## src/sv/hcs_pkg.sv

```systemverilog
`default_nettype none
package hcs_pkg;

  localparam int Axes   = 6;
  localparam int GangW  = 6;
  localparam int MotW   = 2 * GangW;
  localparam int PhaseW = 5;
  localparam int LocW   = 3;
  localparam int AddrW  = 5;
  localparam int DataW  = 32;

  localparam logic [GangW-1:0] AxisLimit =
    (Axes >= GangW) ? {GangW{1'b1}} : GangW'((32'd1 << Axes) - 32'd1);
  localparam logic [MotW-1:0] GangLo = {{GangW{1'b0}}, {GangW{1'b1}}};
  localparam logic [MotW-1:0] GangHi = {{GangW{1'b1}}, {GangW{1'b0}}};
  localparam logic [PhaseW-1:0] SquaredPhases = 5'd6;

  typedef enum logic {
    OpStart = 1'b0,
    OpTick  = 1'b1
  } op_e;

  typedef enum logic [2:0] {
    AlarmNone     = 3'd0,
    AlarmReset    = 3'd1,
    AlarmDoor     = 3'd2,
    AlarmApproach = 3'd3,
    AlarmPulloff  = 3'd4
  } alarm_e;

  typedef enum logic [2:0] {
    RegHomingAxes   = 3'd0,
    RegGang0Motors  = 3'd1,
    RegGang1Motors  = 3'd2,
    RegSharedEnd    = 3'd3,
    RegGang0End     = 3'd4,
    RegGang1End     = 3'd5,
    RegLocateCycles = 3'd6
  } reg_e;

  typedef struct packed {
    logic [GangW-1:0] homing_axes;
    logic [GangW-1:0] gang0_motors;
    logic [GangW-1:0] gang1_motors;
    logic [GangW-1:0] shared_endstop;
    logic [GangW-1:0] gang0_endstop;
    logic [GangW-1:0] gang1_endstop;
    logic [LocW-1:0]  locate_cycles;
  } cfg_t;

  typedef struct packed {
    logic             operation;
    logic [GangW-1:0] axis_mask;
    logic [MotW-1:0]  limit_mask;
    logic             reset_req;
    logic             door_open;
    logic             cycle_stop;
  } item_t;

  typedef struct packed {
    logic             move_start;
    logic             move_approach;
    logic             move_seek;
    logic [MotW-1:0]  move_motors;
    logic [MotW-1:0]  lock_mask;
    logic             busy_res;
    logic             done_res;
    logic [2:0]       alarm;
    logic [GangW-1:0] homed_axes;
  } res_t;

  typedef struct packed {
    logic              found;
    logic [PhaseW-1:0] idx;
  } next_t;

  function automatic logic [MotW-1:0] phase_set(input logic [PhaseW-1:0] idx,
                                                 input logic sq,
                                                 input logic [MotW-1:0] mask);
    logic [MotW-1:0] r;
    if (!sq || idx < 5'd2) r = mask;
    else if (idx < 5'd4) r = mask & GangLo;
    else r = mask & GangHi;
    return r;
  endfunction

  // first phase at or after idx with motors to move
  function automatic next_t next_phase(input logic [PhaseW-1:0] idx,
                                       input logic sq,
                                       input logic [MotW-1:0] mask,
                                       input logic [LocW-1:0] loc);
    next_t r;
    logic [PhaseW-1:0] n;
    n = 5'd2 + {1'b0, loc, 1'b0};
    r.found = 1'b0;
    r.idx = idx;
    if (!sq) begin
      r.found = (idx < n) && (mask != '0);
    end else begin
      for (int j = 0; j < int'(SquaredPhases); j++) begin
        if (!r.found && (PhaseW'(j) >= idx) &&
            (phase_set(PhaseW'(j), 1'b1, mask) != '0)) begin
          r.found = 1'b1;
          r.idx = PhaseW'(j);
        end
      end
    end
    return r;
  endfunction

endpackage
`default_nettype wire

```

## src/sv/hcs_cfg_regs.sv

```systemverilog
`default_nettype none
module hcs_cfg_regs (
  input  wire logic                       clk_i,
  input  wire logic                       rst_ni,
  input  wire logic                       psel,
  input  wire logic                       penable,
  input  wire logic                       pwrite,
  input  wire logic [hcs_pkg::AddrW-1:0]  paddr,
  input  wire logic [hcs_pkg::DataW-1:0]  pwdata,
  output logic      [hcs_pkg::DataW-1:0]  prdata,
  output logic                            pready,
  output hcs_pkg::cfg_t                   cfg_o
);

  hcs_pkg::cfg_t cfg_q;
  logic [2:0] reg_idx;
  logic wr_en;

  assign reg_idx = paddr[4:2];
  assign wr_en = psel & penable & pwrite;
  assign pready = 1'b1;
  assign cfg_o = cfg_q;

  always_ff @(posedge clk_i or negedge rst_ni) begin
    if (!rst_ni) begin
      cfg_q.homing_axes    <= 6'h3F;
      cfg_q.gang0_motors   <= 6'h3F;
      cfg_q.gang1_motors   <= 6'h00;
      cfg_q.shared_endstop <= 6'h00;
      cfg_q.gang0_endstop  <= 6'h3F;
      cfg_q.gang1_endstop  <= 6'h00;
      cfg_q.locate_cycles  <= 3'd1;
    end else if (wr_en) begin
      case (reg_idx)
        hcs_pkg::RegHomingAxes:   cfg_q.homing_axes    <= pwdata[5:0];
        hcs_pkg::RegGang0Motors:  cfg_q.gang0_motors   <= pwdata[5:0];
        hcs_pkg::RegGang1Motors:  cfg_q.gang1_motors   <= pwdata[5:0];
        hcs_pkg::RegSharedEnd:    cfg_q.shared_endstop <= pwdata[5:0];
        hcs_pkg::RegGang0End:     cfg_q.gang0_endstop  <= pwdata[5:0];
        hcs_pkg::RegGang1End:     cfg_q.gang1_endstop  <= pwdata[5:0];
        hcs_pkg::RegLocateCycles: cfg_q.locate_cycles  <= pwdata[2:0];
        default: ;
      endcase
    end
  end

  always_comb begin
    case (reg_idx)
      hcs_pkg::RegHomingAxes:   prdata = 32'(cfg_q.homing_axes);
      hcs_pkg::RegGang0Motors:  prdata = 32'(cfg_q.gang0_motors);
      hcs_pkg::RegGang1Motors:  prdata = 32'(cfg_q.gang1_motors);
      hcs_pkg::RegSharedEnd:    prdata = 32'(cfg_q.shared_endstop);
      hcs_pkg::RegGang0End:     prdata = 32'(cfg_q.gang0_endstop);
      hcs_pkg::RegGang1End:     prdata = 32'(cfg_q.gang1_endstop);
      hcs_pkg::RegLocateCycles: prdata = 32'(cfg_q.locate_cycles);
      default:                  prdata = '0;
    endcase
  end

endmodule
`default_nettype wire

```

## src/sv/hcs_seq.sv

```systemverilog
`default_nettype none
module hcs_seq (
  input  wire logic          clk_i,
  input  wire logic          rst_ni,
  input  wire logic          fire_i,
  input  hcs_pkg::item_t     item_i,
  input  hcs_pkg::cfg_t      cfg_i,
  output hcs_pkg::res_t      res_o
);

  logic                             active_q, active_d;
  logic [hcs_pkg::PhaseW-1:0]       phase_q, phase_d;
  logic [hcs_pkg::GangW-1:0]        cycle_axes_q, cycle_axes_d;
  logic [hcs_pkg::MotW-1:0]         motor_q, motor_d;
  logic                             squared_q, squared_d;
  logic [hcs_pkg::MotW-1:0]         remaining_q, remaining_d;
  logic [hcs_pkg::MotW-1:0]         locked_q, locked_d;

  always_comb begin
    logic [hcs_pkg::GangW-1:0] ax, g0, g1;
    logic [hcs_pkg::MotW-1:0]  mask, rem, lck, set;
    logic                      sqd, appr, end_phase;
    hcs_pkg::next_t            np;
    hcs_pkg::alarm_e           alm;

    active_d     = active_q;
    phase_d      = phase_q;
    cycle_axes_d = cycle_axes_q;
    motor_d      = motor_q;
    squared_d    = squared_q;
    remaining_d  = remaining_q;
    locked_d     = locked_q;
    res_o        = '0;
    alm          = hcs_pkg::AlarmNone;
    end_phase    = 1'b0;
    ax = '0; g0 = '0; g1 = '0; mask = '0; sqd = 1'b0; set = '0;
    rem = remaining_q;
    lck = locked_q;
    appr = ~phase_q[0];
    np = '0;

    if (item_i.operation == hcs_pkg::OpStart) begin
      if (!active_q) begin
        ax   = item_i.axis_mask & cfg_i.homing_axes & hcs_pkg::AxisLimit;
        g0   = ax & cfg_i.gang0_motors;
        g1   = ax & cfg_i.gang1_motors;
        mask = {g1, g0};
        sqd  = |(g0 & g1 & (cfg_i.shared_endstop | ~cfg_i.gang0_endstop |
                            ~cfg_i.gang1_endstop));
        np   = hcs_pkg::next_phase('0, sqd, mask, cfg_i.locate_cycles);
        cycle_axes_d = ax;
        motor_d      = mask;
        squared_d    = sqd;
        if (!np.found) begin
          res_o.done_res   = 1'b1;
          res_o.homed_axes = ax;
          phase_d          = '0;
        end else begin
          set              = hcs_pkg::phase_set(np.idx, sqd, mask);
          active_d         = 1'b1;
          res_o.move_start = 1'b1;
          phase_d          = np.idx;
          remaining_d      = set;
          locked_d         = ~set;
        end
      end
    end else if (active_q) begin
      // lock motors that reach their switch during an approach
      if (appr) begin
        lck = lck | item_i.limit_mask;
        rem = rem & ~item_i.limit_mask;
      end
      if (item_i.reset_req) alm = hcs_pkg::AlarmReset;
      else if (item_i.door_open) alm = hcs_pkg::AlarmDoor;
      else if (item_i.cycle_stop) begin
        if (appr) alm = hcs_pkg::AlarmApproach;
        else if ((item_i.limit_mask & rem) != '0) alm = hcs_pkg::AlarmPulloff;
        else rem = '0;
      end
      if (alm != hcs_pkg::AlarmNone) begin
        active_d = 1'b0;
        phase_d  = '0;
        rem      = '0;
      end else if (rem == '0) begin
        end_phase = 1'b1;
      end
      if (end_phase) begin
        np = hcs_pkg::next_phase(phase_q + 5'd1, squared_q, motor_q,
                                 cfg_i.locate_cycles);
        if (!np.found) begin
          active_d         = 1'b0;
          phase_d          = '0;
          res_o.done_res   = 1'b1;
          res_o.homed_axes = cycle_axes_q;
        end else begin
          set              = hcs_pkg::phase_set(np.idx, squared_q, motor_q);
          res_o.move_start = 1'b1;
          phase_d          = np.idx;
          rem              = set;
          lck              = ~set;
        end
      end
      remaining_d = rem;
      locked_d    = lck;
    end

    res_o.alarm         = alm;
    res_o.move_approach = active_d & ~phase_d[0];
    res_o.move_seek     = active_d & (phase_d == '0);
    res_o.move_motors   = active_d ? hcs_pkg::phase_set(phase_d, squared_d, motor_d) : '0;
    res_o.lock_mask     = locked_d;
    res_o.busy_res      = active_d;
  end

  always_ff @(posedge clk_i or negedge rst_ni) begin
    if (!rst_ni) begin
      active_q     <= 1'b0;
      phase_q      <= '0;
      cycle_axes_q <= '0;
      motor_q      <= '0;
      squared_q    <= 1'b0;
      remaining_q  <= '0;
      locked_q     <= '1;
    end else if (fire_i) begin
      active_q     <= active_d;
      phase_q      <= phase_d;
      cycle_axes_q <= cycle_axes_d;
      motor_q      <= motor_d;
      squared_q    <= squared_d;
      remaining_q  <= remaining_d;
      locked_q     <= locked_d;
    end
  end

  a_idle_phase_zero: assert property (@(posedge clk_i) disable iff (!rst_ni)
    !active_q |-> (phase_q == '0))
    else $error("phase index not zero while idle");

  a_active_has_motors: assert property (@(posedge clk_i) disable iff (!rst_ni)
    active_q |-> (remaining_q != '0))
    else $error("active move with no remaining motors");

  a_locked_disjoint: assert property (@(posedge clk_i) disable iff (!rst_ni)
    (remaining_q & locked_q) == '0)
    else $error("a remaining motor is also locked");

endmodule
`default_nettype wire

```

## src/sv/homing_cycle_sequencer_unit.sv

```systemverilog
// Throughput: one item per cycle unless the output stalls; the sequencer state updates
// as an item moves from the input register through one level of mask logic into the
// result register. A stalled result holds while one more item waits in the input
// register. Reset (rst_ni low, asynchronous) empties both registers, sets the cycle idle
// with all motors locked, and loads the register reset values.
`default_nettype none
module homing_cycle_sequencer_unit (
  input  wire logic                       clk_i,
  input  wire logic                       rst_ni,
  input  wire logic                       in_valid_i,
  output logic                            in_stall_o,
  input  wire logic                       operation_i,
  input  wire logic [5:0]                 axis_mask_i,
  input  wire logic [11:0]                limit_mask_i,
  input  wire logic                       reset_req_i,
  input  wire logic                       door_open_i,
  input  wire logic                       cycle_stop_i,
  output logic                            out_valid_o,
  input  wire logic                       out_stall_i,
  output logic                            move_start_o,
  output logic                            move_approach_o,
  output logic                            move_seek_o,
  output logic [11:0]                     move_motors_o,
  output logic [11:0]                     lock_mask_o,
  output logic                            busy_res_o,
  output logic                            done_res_o,
  output logic [2:0]                      alarm_o,
  output logic [5:0]                      homed_axes_o,
  input  wire logic                       psel,
  input  wire logic                       penable,
  input  wire logic                       pwrite,
  input  wire logic [hcs_pkg::AddrW-1:0]  paddr,
  input  wire logic [hcs_pkg::DataW-1:0]  pwdata,
  output logic      [hcs_pkg::DataW-1:0]  prdata,
  output logic                            pready
);

  hcs_pkg::cfg_t  cfg;
  hcs_pkg::item_t item_q;
  hcs_pkg::res_t  res_d, res_q;
  logic in_valid_q, out_valid_q, out_adv, fire;

  assign out_adv    = ~out_valid_q | ~out_stall_i;
  assign fire       = in_valid_q & out_adv;
  assign in_stall_o = in_valid_q & ~out_adv;

  hcs_cfg_regs u_cfg (
    .clk_i   (clk_i),
    .rst_ni  (rst_ni),
    .psel    (psel),
    .penable (penable),
    .pwrite  (pwrite),
    .paddr   (paddr),
    .pwdata  (pwdata),
    .prdata  (prdata),
    .pready  (pready),
    .cfg_o   (cfg)
  );

  hcs_seq u_seq (
    .clk_i  (clk_i),
    .rst_ni (rst_ni),
    .fire_i (fire),
    .item_i (item_q),
    .cfg_i  (cfg),
    .res_o  (res_d)
  );

  always_ff @(posedge clk_i or negedge rst_ni) begin
    if (!rst_ni) begin
      in_valid_q  <= 1'b0;
      out_valid_q <= 1'b0;
    end else begin
      if (!in_stall_o) in_valid_q <= in_valid_i;
      if (out_adv) out_valid_q <= in_valid_q;
    end
  end

  always_ff @(posedge clk_i) begin
    if (in_valid_i && !in_stall_o) begin
      item_q.operation  <= operation_i;
      item_q.axis_mask  <= axis_mask_i;
      item_q.limit_mask <= limit_mask_i;
      item_q.reset_req  <= reset_req_i;
      item_q.door_open  <= door_open_i;
      item_q.cycle_stop <= cycle_stop_i;
    end
    if (fire) res_q <= res_d;
  end

  assign out_valid_o     = out_valid_q;
  assign move_start_o    = res_q.move_start;
  assign move_approach_o = res_q.move_approach;
  assign move_seek_o     = res_q.move_seek;
  assign move_motors_o   = res_q.move_motors;
  assign lock_mask_o     = res_q.lock_mask;
  assign busy_res_o      = res_q.busy_res;
  assign done_res_o      = res_q.done_res;
  assign alarm_o         = res_q.alarm;
  assign homed_axes_o    = res_q.homed_axes;

endmodule
`default_nettype wire

```

## config.mk

```make
export PLATFORM = sky130hd
export DESIGN_NAME = homing_cycle_sequencer_unit
export DESIGN_NICKNAME = d
export VERILOG_FILES = /design/src/sv/hcs_pkg.sv /design/src/sv/hcs_cfg_regs.sv /design/src/sv/hcs_seq.sv /design/src/sv/homing_cycle_sequencer_unit.sv
export SDC_FILE = /design/constraint.sdc
export NUM_CORES = 1
export LEC_CHECK = 0
export BUFFER_PORTS_ARGS = -buffer_cell sky130_fd_sc_hd__buf_2
export CORE_AREA = 4 4 150 152
export CTS_BUF_LIST = sky130_fd_sc_hd__clkbuf_2
export CTS_CLUSTER_DIAMETER = 50
export DETAILED_ROUTE_END_ITERATION = 8
export DIE_AREA = 0 0 154 156
export PLACE_DENSITY = 0.56
export REMOVE_ABC_BUFFERS = 1
export SYNTH_ARGS = -nofsm -noshare
export SYNTH_HDL_FRONTEND = slang
export SYNTH_HIERARCHICAL = 1
export SYNTH_SLANG_ARGS = --single-unit
```

## constraint.sdc

```tcl
create_clock -name clk_i -period 6.4 [get_ports clk_i]
set_input_delay 1.28 -clock clk_i [delete_from_list [all_inputs] [get_ports clk_i]]
set_output_delay 1.28 -clock clk_i [all_outputs]
set_load 0.005 [all_outputs]
```

Word-level counts from Yosys, hierarchy flattened
Cells that the tools add are included.

storage, ports and cells
  memories = 0
  output and inout bits = 73
  memory bits (writable) = 0
  ROM bits = 0
  register bits after elaboration = 150
  bits in latches = 0
  word-level logic and storage cells = 310

cells by class
  $mul = 0
  eq/ne operators = 8
  divide/modulo/power cells = 0
  shift operators = 0
  reductions and logical operators = 61
  bitwise operators = 28
  order comparisons = 14
  mux-type cells = 166
  add/sub/neg operators = 2

operators by type and width
  operator              number
  $mux W12              60
  $mux W6               53
  $reduce_bool A12 Y1   9
  $mux W5               14
  $pmux W6 S7           1
  $not A12 Y12          3
  $mux W1               31
  $and A6 B6 Y6         5
  $and A12 B12 Y12      2
  $mux W3               7
  $logic_and A1 B1 Y1   19
  $reduce_and A2 Y1     8
  $lt A5 B2 Y1 const B  3
  $lt A5 B3 Y1 const B  3
  $logic_not A1 Y1      14
  $logic_not A12 Y1     1
  $not A6 Y6            2
  $or A12 B12 Y12       1
  $or A6 B6 Y6          2
  $ge A1 B5 Y1 const A  2
  $ge A2 B5 Y1 const A  2
  $ge A3 B5 Y1 const A  2
  $eq A3 B3 Y1 const B  3
  $and A1 B1 Y1         6
  18 further kinds      26

Depth between registers and ports, before layout
  depth in word-level cells = 81
  depth in mapped cells = 13
  depth with buffers taken out = 10

By module
Netlist, hierarchy kept.

by module, submodules not included
  module                       times used  cells an instance  area each (sq um)
  hcs_seq                      1           562                4345.4
  hcs_cfg_regs                 1           161                2167.1
  homing_cycle_sequencer_unit  1           68                 1894.3

Worst setup path before layout
OpenSTA, ideal clock, no wires.

  path type = input-to-reg
  start point = input port out_stall_i
  end point = register u_seq/phase_q[2] (netlist name)
  arrival time = 5.223 ns
  stages on the path = 5
  setup slack = 1.051 ns
  buffers on the path = 2
  library setup time = 0.126 ns
  cells stage by stage = a21boi_0 clkbuf_1 clkbuf_1 nand2_1 a221o_1

between the ends
  cells in the longest elaborated chain, start to end = 3

RTL lines
  element               RTL line                           source
  from (decl)           homing_cycle_sequencer_unit.sv:19  input wire logic out_stall_i,
  $not A1 Y1            homing_cycle_sequencer_unit.sv:43  assign out_adv = ~out_valid_q | ~out_stall_i;
  $or A1 B1 Y1          homing_cycle_sequencer_unit.sv:43
  $and A1 B1 Y1         homing_cycle_sequencer_unit.sv:44  assign fire = in_valid_q & out_adv;
  to (signal assigned)  hcs_seq.sv:126                     phase_q <= phase_d;
  to (decl)             hcs_seq.sv:12                      logic [hcs_pkg::PhaseW-1:0] phase_q, phase_d;

Every way passes these cells.
A chain may end at the register's enable or synchronous reset.

Worst setup path after layout
  start point = register u_seq/phase_q[0] (netlist name)
  end point = register res_q (netlist bit move_motors_o[4]) (data pin)

between the ends
  cells in the longest elaborated chain, start to end = 55

RTL lines
  element                                                RTL line                           source
  $add A5 B1 Y5                                          hcs_seq.sv:88                      np = hcs_pkg::next_phase(phase_q + 5'd1, squared_q, motor_q,
  $ge A1 B5 Y1                                           hcs_pkg.sv:101                     if (!r.found && (PhaseW'(j) >= idx) &&
  $logic_and A1 B1 Y1                                    hcs_pkg.sv:101
  $mux W6                                                hcs_pkg.sv:101
  $mux W6                                                hcs_pkg.sv:97                      if (!sq) begin
  $mux W6                                                hcs_seq.sv:87                      if (end_phase) begin
  $mux W6                                                hcs_seq.sv:67                      end else if (active_q) begin
  $mux W6                                                hcs_seq.sv:42                      if (item_i.operation == hcs_pkg::OpStart) begin
  [39 not listed]                                        -
  $mux W5 / $mux W1 (equally long branches)              hcs_seq.sv:42
  $mux W5                                                hcs_seq.sv:90                      if (!np.found) begin
  $mux W5                                                hcs_seq.sv:87
  $mux W5                                                hcs_seq.sv:67
  $mux W5                                                hcs_seq.sv:42
  $lt A5 B3 Y1 / $lt A5 B2 Y1 (equally long branches)    hcs_pkg.sv:82, hcs_pkg.sv:81
  $mux W12 / $logic_or A1 B1 Y1 (equally long branches)  hcs_pkg.sv:82, hcs_pkg.sv:81
  $mux W12                                               hcs_pkg.sv:81                      if (!sq || idx < 5'd2) r = mask;
  to (signal assigned)                                   homing_cycle_sequencer_unit.sv:88  if (fire) res_q <= res_d;
  to (decl)                                              homing_cycle_sequencer_unit.sv:40  hcs_pkg::res_t res_d, res_q;

Parallel ways exist; a longest one is shown, timed or not. The select of a mux whose other input is x is not followed.

==> results.ini <==
[placed_design]
portBuffers=83
dp_hpwl_um=16800
gp_routability_congestion=0.891
place_ws_ns=2.39

[logic_synthesis]
yosys_warnings=6
ys_seq_elements=150
yosys.cell_types.count=86
synth_most_common_cell=nand2_1
synth_top_cell_area_share_pct=21.4
yosysSeqAreaShare_pct=48.7
yosys.area.top_type=edfxtp_1
synthTopCellsByCount=nand2_1 (65), o21ai_0 (62), edfxtp_1 (60)
synthCells=791
synth_area_um2=8410
ys_dominant_reg_cell=edfxtp_1
synth.area.top_cells=edfxtp_1 (21%), dfrtp_1 (18%), dfstp_2 (9.7%)
postSynth.asyncResetShare_pct=60.0
synth_edf_count=60
synth_area_per_cell_um2=10.6

[routing]
drc=0
vias=6710
post_drt_wl_per_cell_um=20.8
ant_nets=0
wl_um=23900
via_per_inst=5.84
firstDrtPassIters=5
drt-initial-drc-count=657

[global_route]
grt_use_total_pct=19.8
use_met1_pct=28.1
grt_pass1_vias=6367
antenna_found_initial=1
use_met3_pct=4.69
grt_max_degree=52
grt_pass1_wl_um=37400
grt-busiest-layer=met2
grt_overflow=0
met2_usage_pct=30.4

[critical_path]
cp_max_fo=20
path_cells=ha_1, nor2b_1, or2_1, ha_1, o21ai_0, a21oi_1, o221a_2, or4_4, a21boi_1, nor3_1
critPathRequiredTime_ns=6.89
reg2reg_to=move_motors_o[4]
rr_worst_depth=10
endpoint_kind=flip-flop
critPathKind=flip-flop to flip-flop
r2r_slack_ns=2.32
crit_top_cell=ha_1
worst_ep_arrival_time_ns=4.57
worstSetupStartpointType=flip-flop
crit-reg2reg-launch=u_seq/phase_q[0]
max_stage_delay_ns=0.90
critPathSlowestCell=dfrtp_1

[pwr]
powerDensity_nw_per_um2=315
p_sw_share_pct=36.4
p_seq_share_pct=48.0
switchingPower_uw=1060
combPwrFrac_pct=30.4
ir_worst_vdd_v=0.000124
power.internal_uw=1850
power.share.clock_pct=21.6
power_leakage_uw=0.00380

[sta]
finalWorstSetupSlack_ns=2.32
worst_pin_slew_ns=1.21
fmax_ghz=0.245
fin_skew_ns=0.0514
final-max-slew-violation-count=0
setup_violations=0
fin_crit_sh_pct=63.7
relSlewSlack_pct=18.6
rsz0062_at_grt=no
fin_crit_ns=4.08
hold_viol=0

[floorplanning]
core-area_um2=21000
dieWidth_um=154
initial_utilization_pct=40.0
ios=139
fp.dieH_um=156
rows=53
dieArea_um2=24000

[run]
drv_cap=0

[finish]
drive_gt1_share_pct=26.5
final_util_pct=43.8
nNetsFinal=933
syn_to_final_growth_pct=9.63

[cts]
cts_buffers=17
clk_latency_ns=0.75
cts_setup_buffers=0
cts.sinks=150
ctsResizeCount=0
clockRootBuffer=clkbuf_2
cts_max_level=4
cts_hold_buf=0
clk_path_buf_depth=2
cts_tree=done
clkTransAtPathRegs_ns=0.23

[min_path]
hp-class=input pin to asynchronous set/reset pin

[outcome]
status=finished clean

area by class of cell:
type / instances / area (um2)
Fill cell: 2070 / 11800
Clock buffer: 20 / 100
Tap cell: 275 / 344
Antenna cell: 1 / 2.50
Inverter: 22 / 82.6
Clock inverter: 12 / 175
Sequential cell: 150 / 4090
Multi-Input combinational cell: 573 / 3910
Timing Repair Buffer: 95 / 508
worst max-delay path by stage:
stage                     startpoint              endpoint  cells after the start
floorplan                out_stall_i  u_seq/remaining_q[6]                      4
CTS                 u_seq/phase_q[0]      move_motors_o[2]                     10
detailed placement  u_seq/phase_q[0]      move_motors_o[2]                     10
finish              u_seq/phase_q[0]      move_motors_o[4]                     10
global route        u_seq/phase_q[0]      move_motors_o[2]                     10
global placement    u_seq/phase_q[0]      move_motors_o[0]                     10
power by group through the flow:
| stage | clock (uW) | combinational (uW) | sequential (uW) |
|---|---|---|---|
| after floorplan | 0 | 559 | 1380 |
| after global placement | 0 | 865 | 1410 |
| after detailed placement | 0 | 872 | 1410 |
| after CTS | 645 | 875 | 1390 |
| after global routing | 681 | 967 | 1420 |
| final | 626 | 884 | 1390 |
routing by layer:
metal / vias up / wire length (um)
met3: 30 / 1920
met2: 289 / 10900
met5: - / 60
li1: 3078 / -
met4: 2 / 382
met1: 3311 / 10600
stage by stage:
step / power (uW) / std cells / cell area (um2) / TNS (ns) / hold slack, ns
global placement: 2270 / 1115 / 8940 / 0 / 0.467
finish: 2900 / 1148 / 9220 / 0 / 0.478
global route: 3070 / 1148 / 9220 / 0 / 0.425
floorplan: 1940 / 745 / 8080 / -32.14 / 0.450
CTS: 2910 / 1147 / 9210 / 0 / 0.435
detailed placement: 2280 / 1115 / 8940 / 0 / 0.478
kinds of logic (layout without fill, tap and decap cells):
kind of cell,count (synthesis),in the layout,share of synthesized area (%)
and+or+nand+nor,223,223,14.3
muxes,66,66,8.51
other,2,28,0.0893
buffers and inverters,93,149,6.04
AOI/OAI and AO/OA,245,245,20.7
adders and majority gates,8,8,1.19
xor gates and xnor gates,4,4,0.417
DFF,150,150,48.7
critical path, delay by kind of cell (launching register included):
kind	cells	cell delay (ns)
adders and majority gates	2	0.79
DFF	1	0.90
and+or+nand+nor	4	1.11
AOI/OAI and AO/OA	4	1.06
placed cells by master (no fill, tap or decap), types with 8 or more instances in the layout:
cell	synthesis	final
nand2_1	65	65
a22oi_1	15	15
dfstp_2	31	31
clkbuf_2	0	20
and2_1	10	10
nor2b_1	14	14
nand3_1	23	23
a32o_1	11	11
dfrtp_1	59	59
mux2i_1	22	22
buf_2	13	82
ha_1	8	8
inv_1	21	21
a221oi_1	8	8
mux2_2	42	42
nor3_1	10	10
edfxtp_1	60	60
nor2_1	45	45
o211ai_1	8	8
buf_4	28	13
o21ai_0	62	60
a211oi_1	15	15
a21oi_1	32	32
conb_1	2	27
a31oi_1	9	9
sequential cells by signal, summed over array words and instances (netlist names), 3 cells and up:
signal,cells
u_seq/remaining_q,12
move_motors_o,12
u_seq/motor_q,12
u_seq/cycle_axes_q,6
item_q,22
u_seq/phase_q,5
u_seq/locked_q,12
homed_axes_o,6
lock_mask_o,12
alarm_o,3
u_cfg/cfg_o,39
Note: power is estimated with default switching activity, not from simulation.
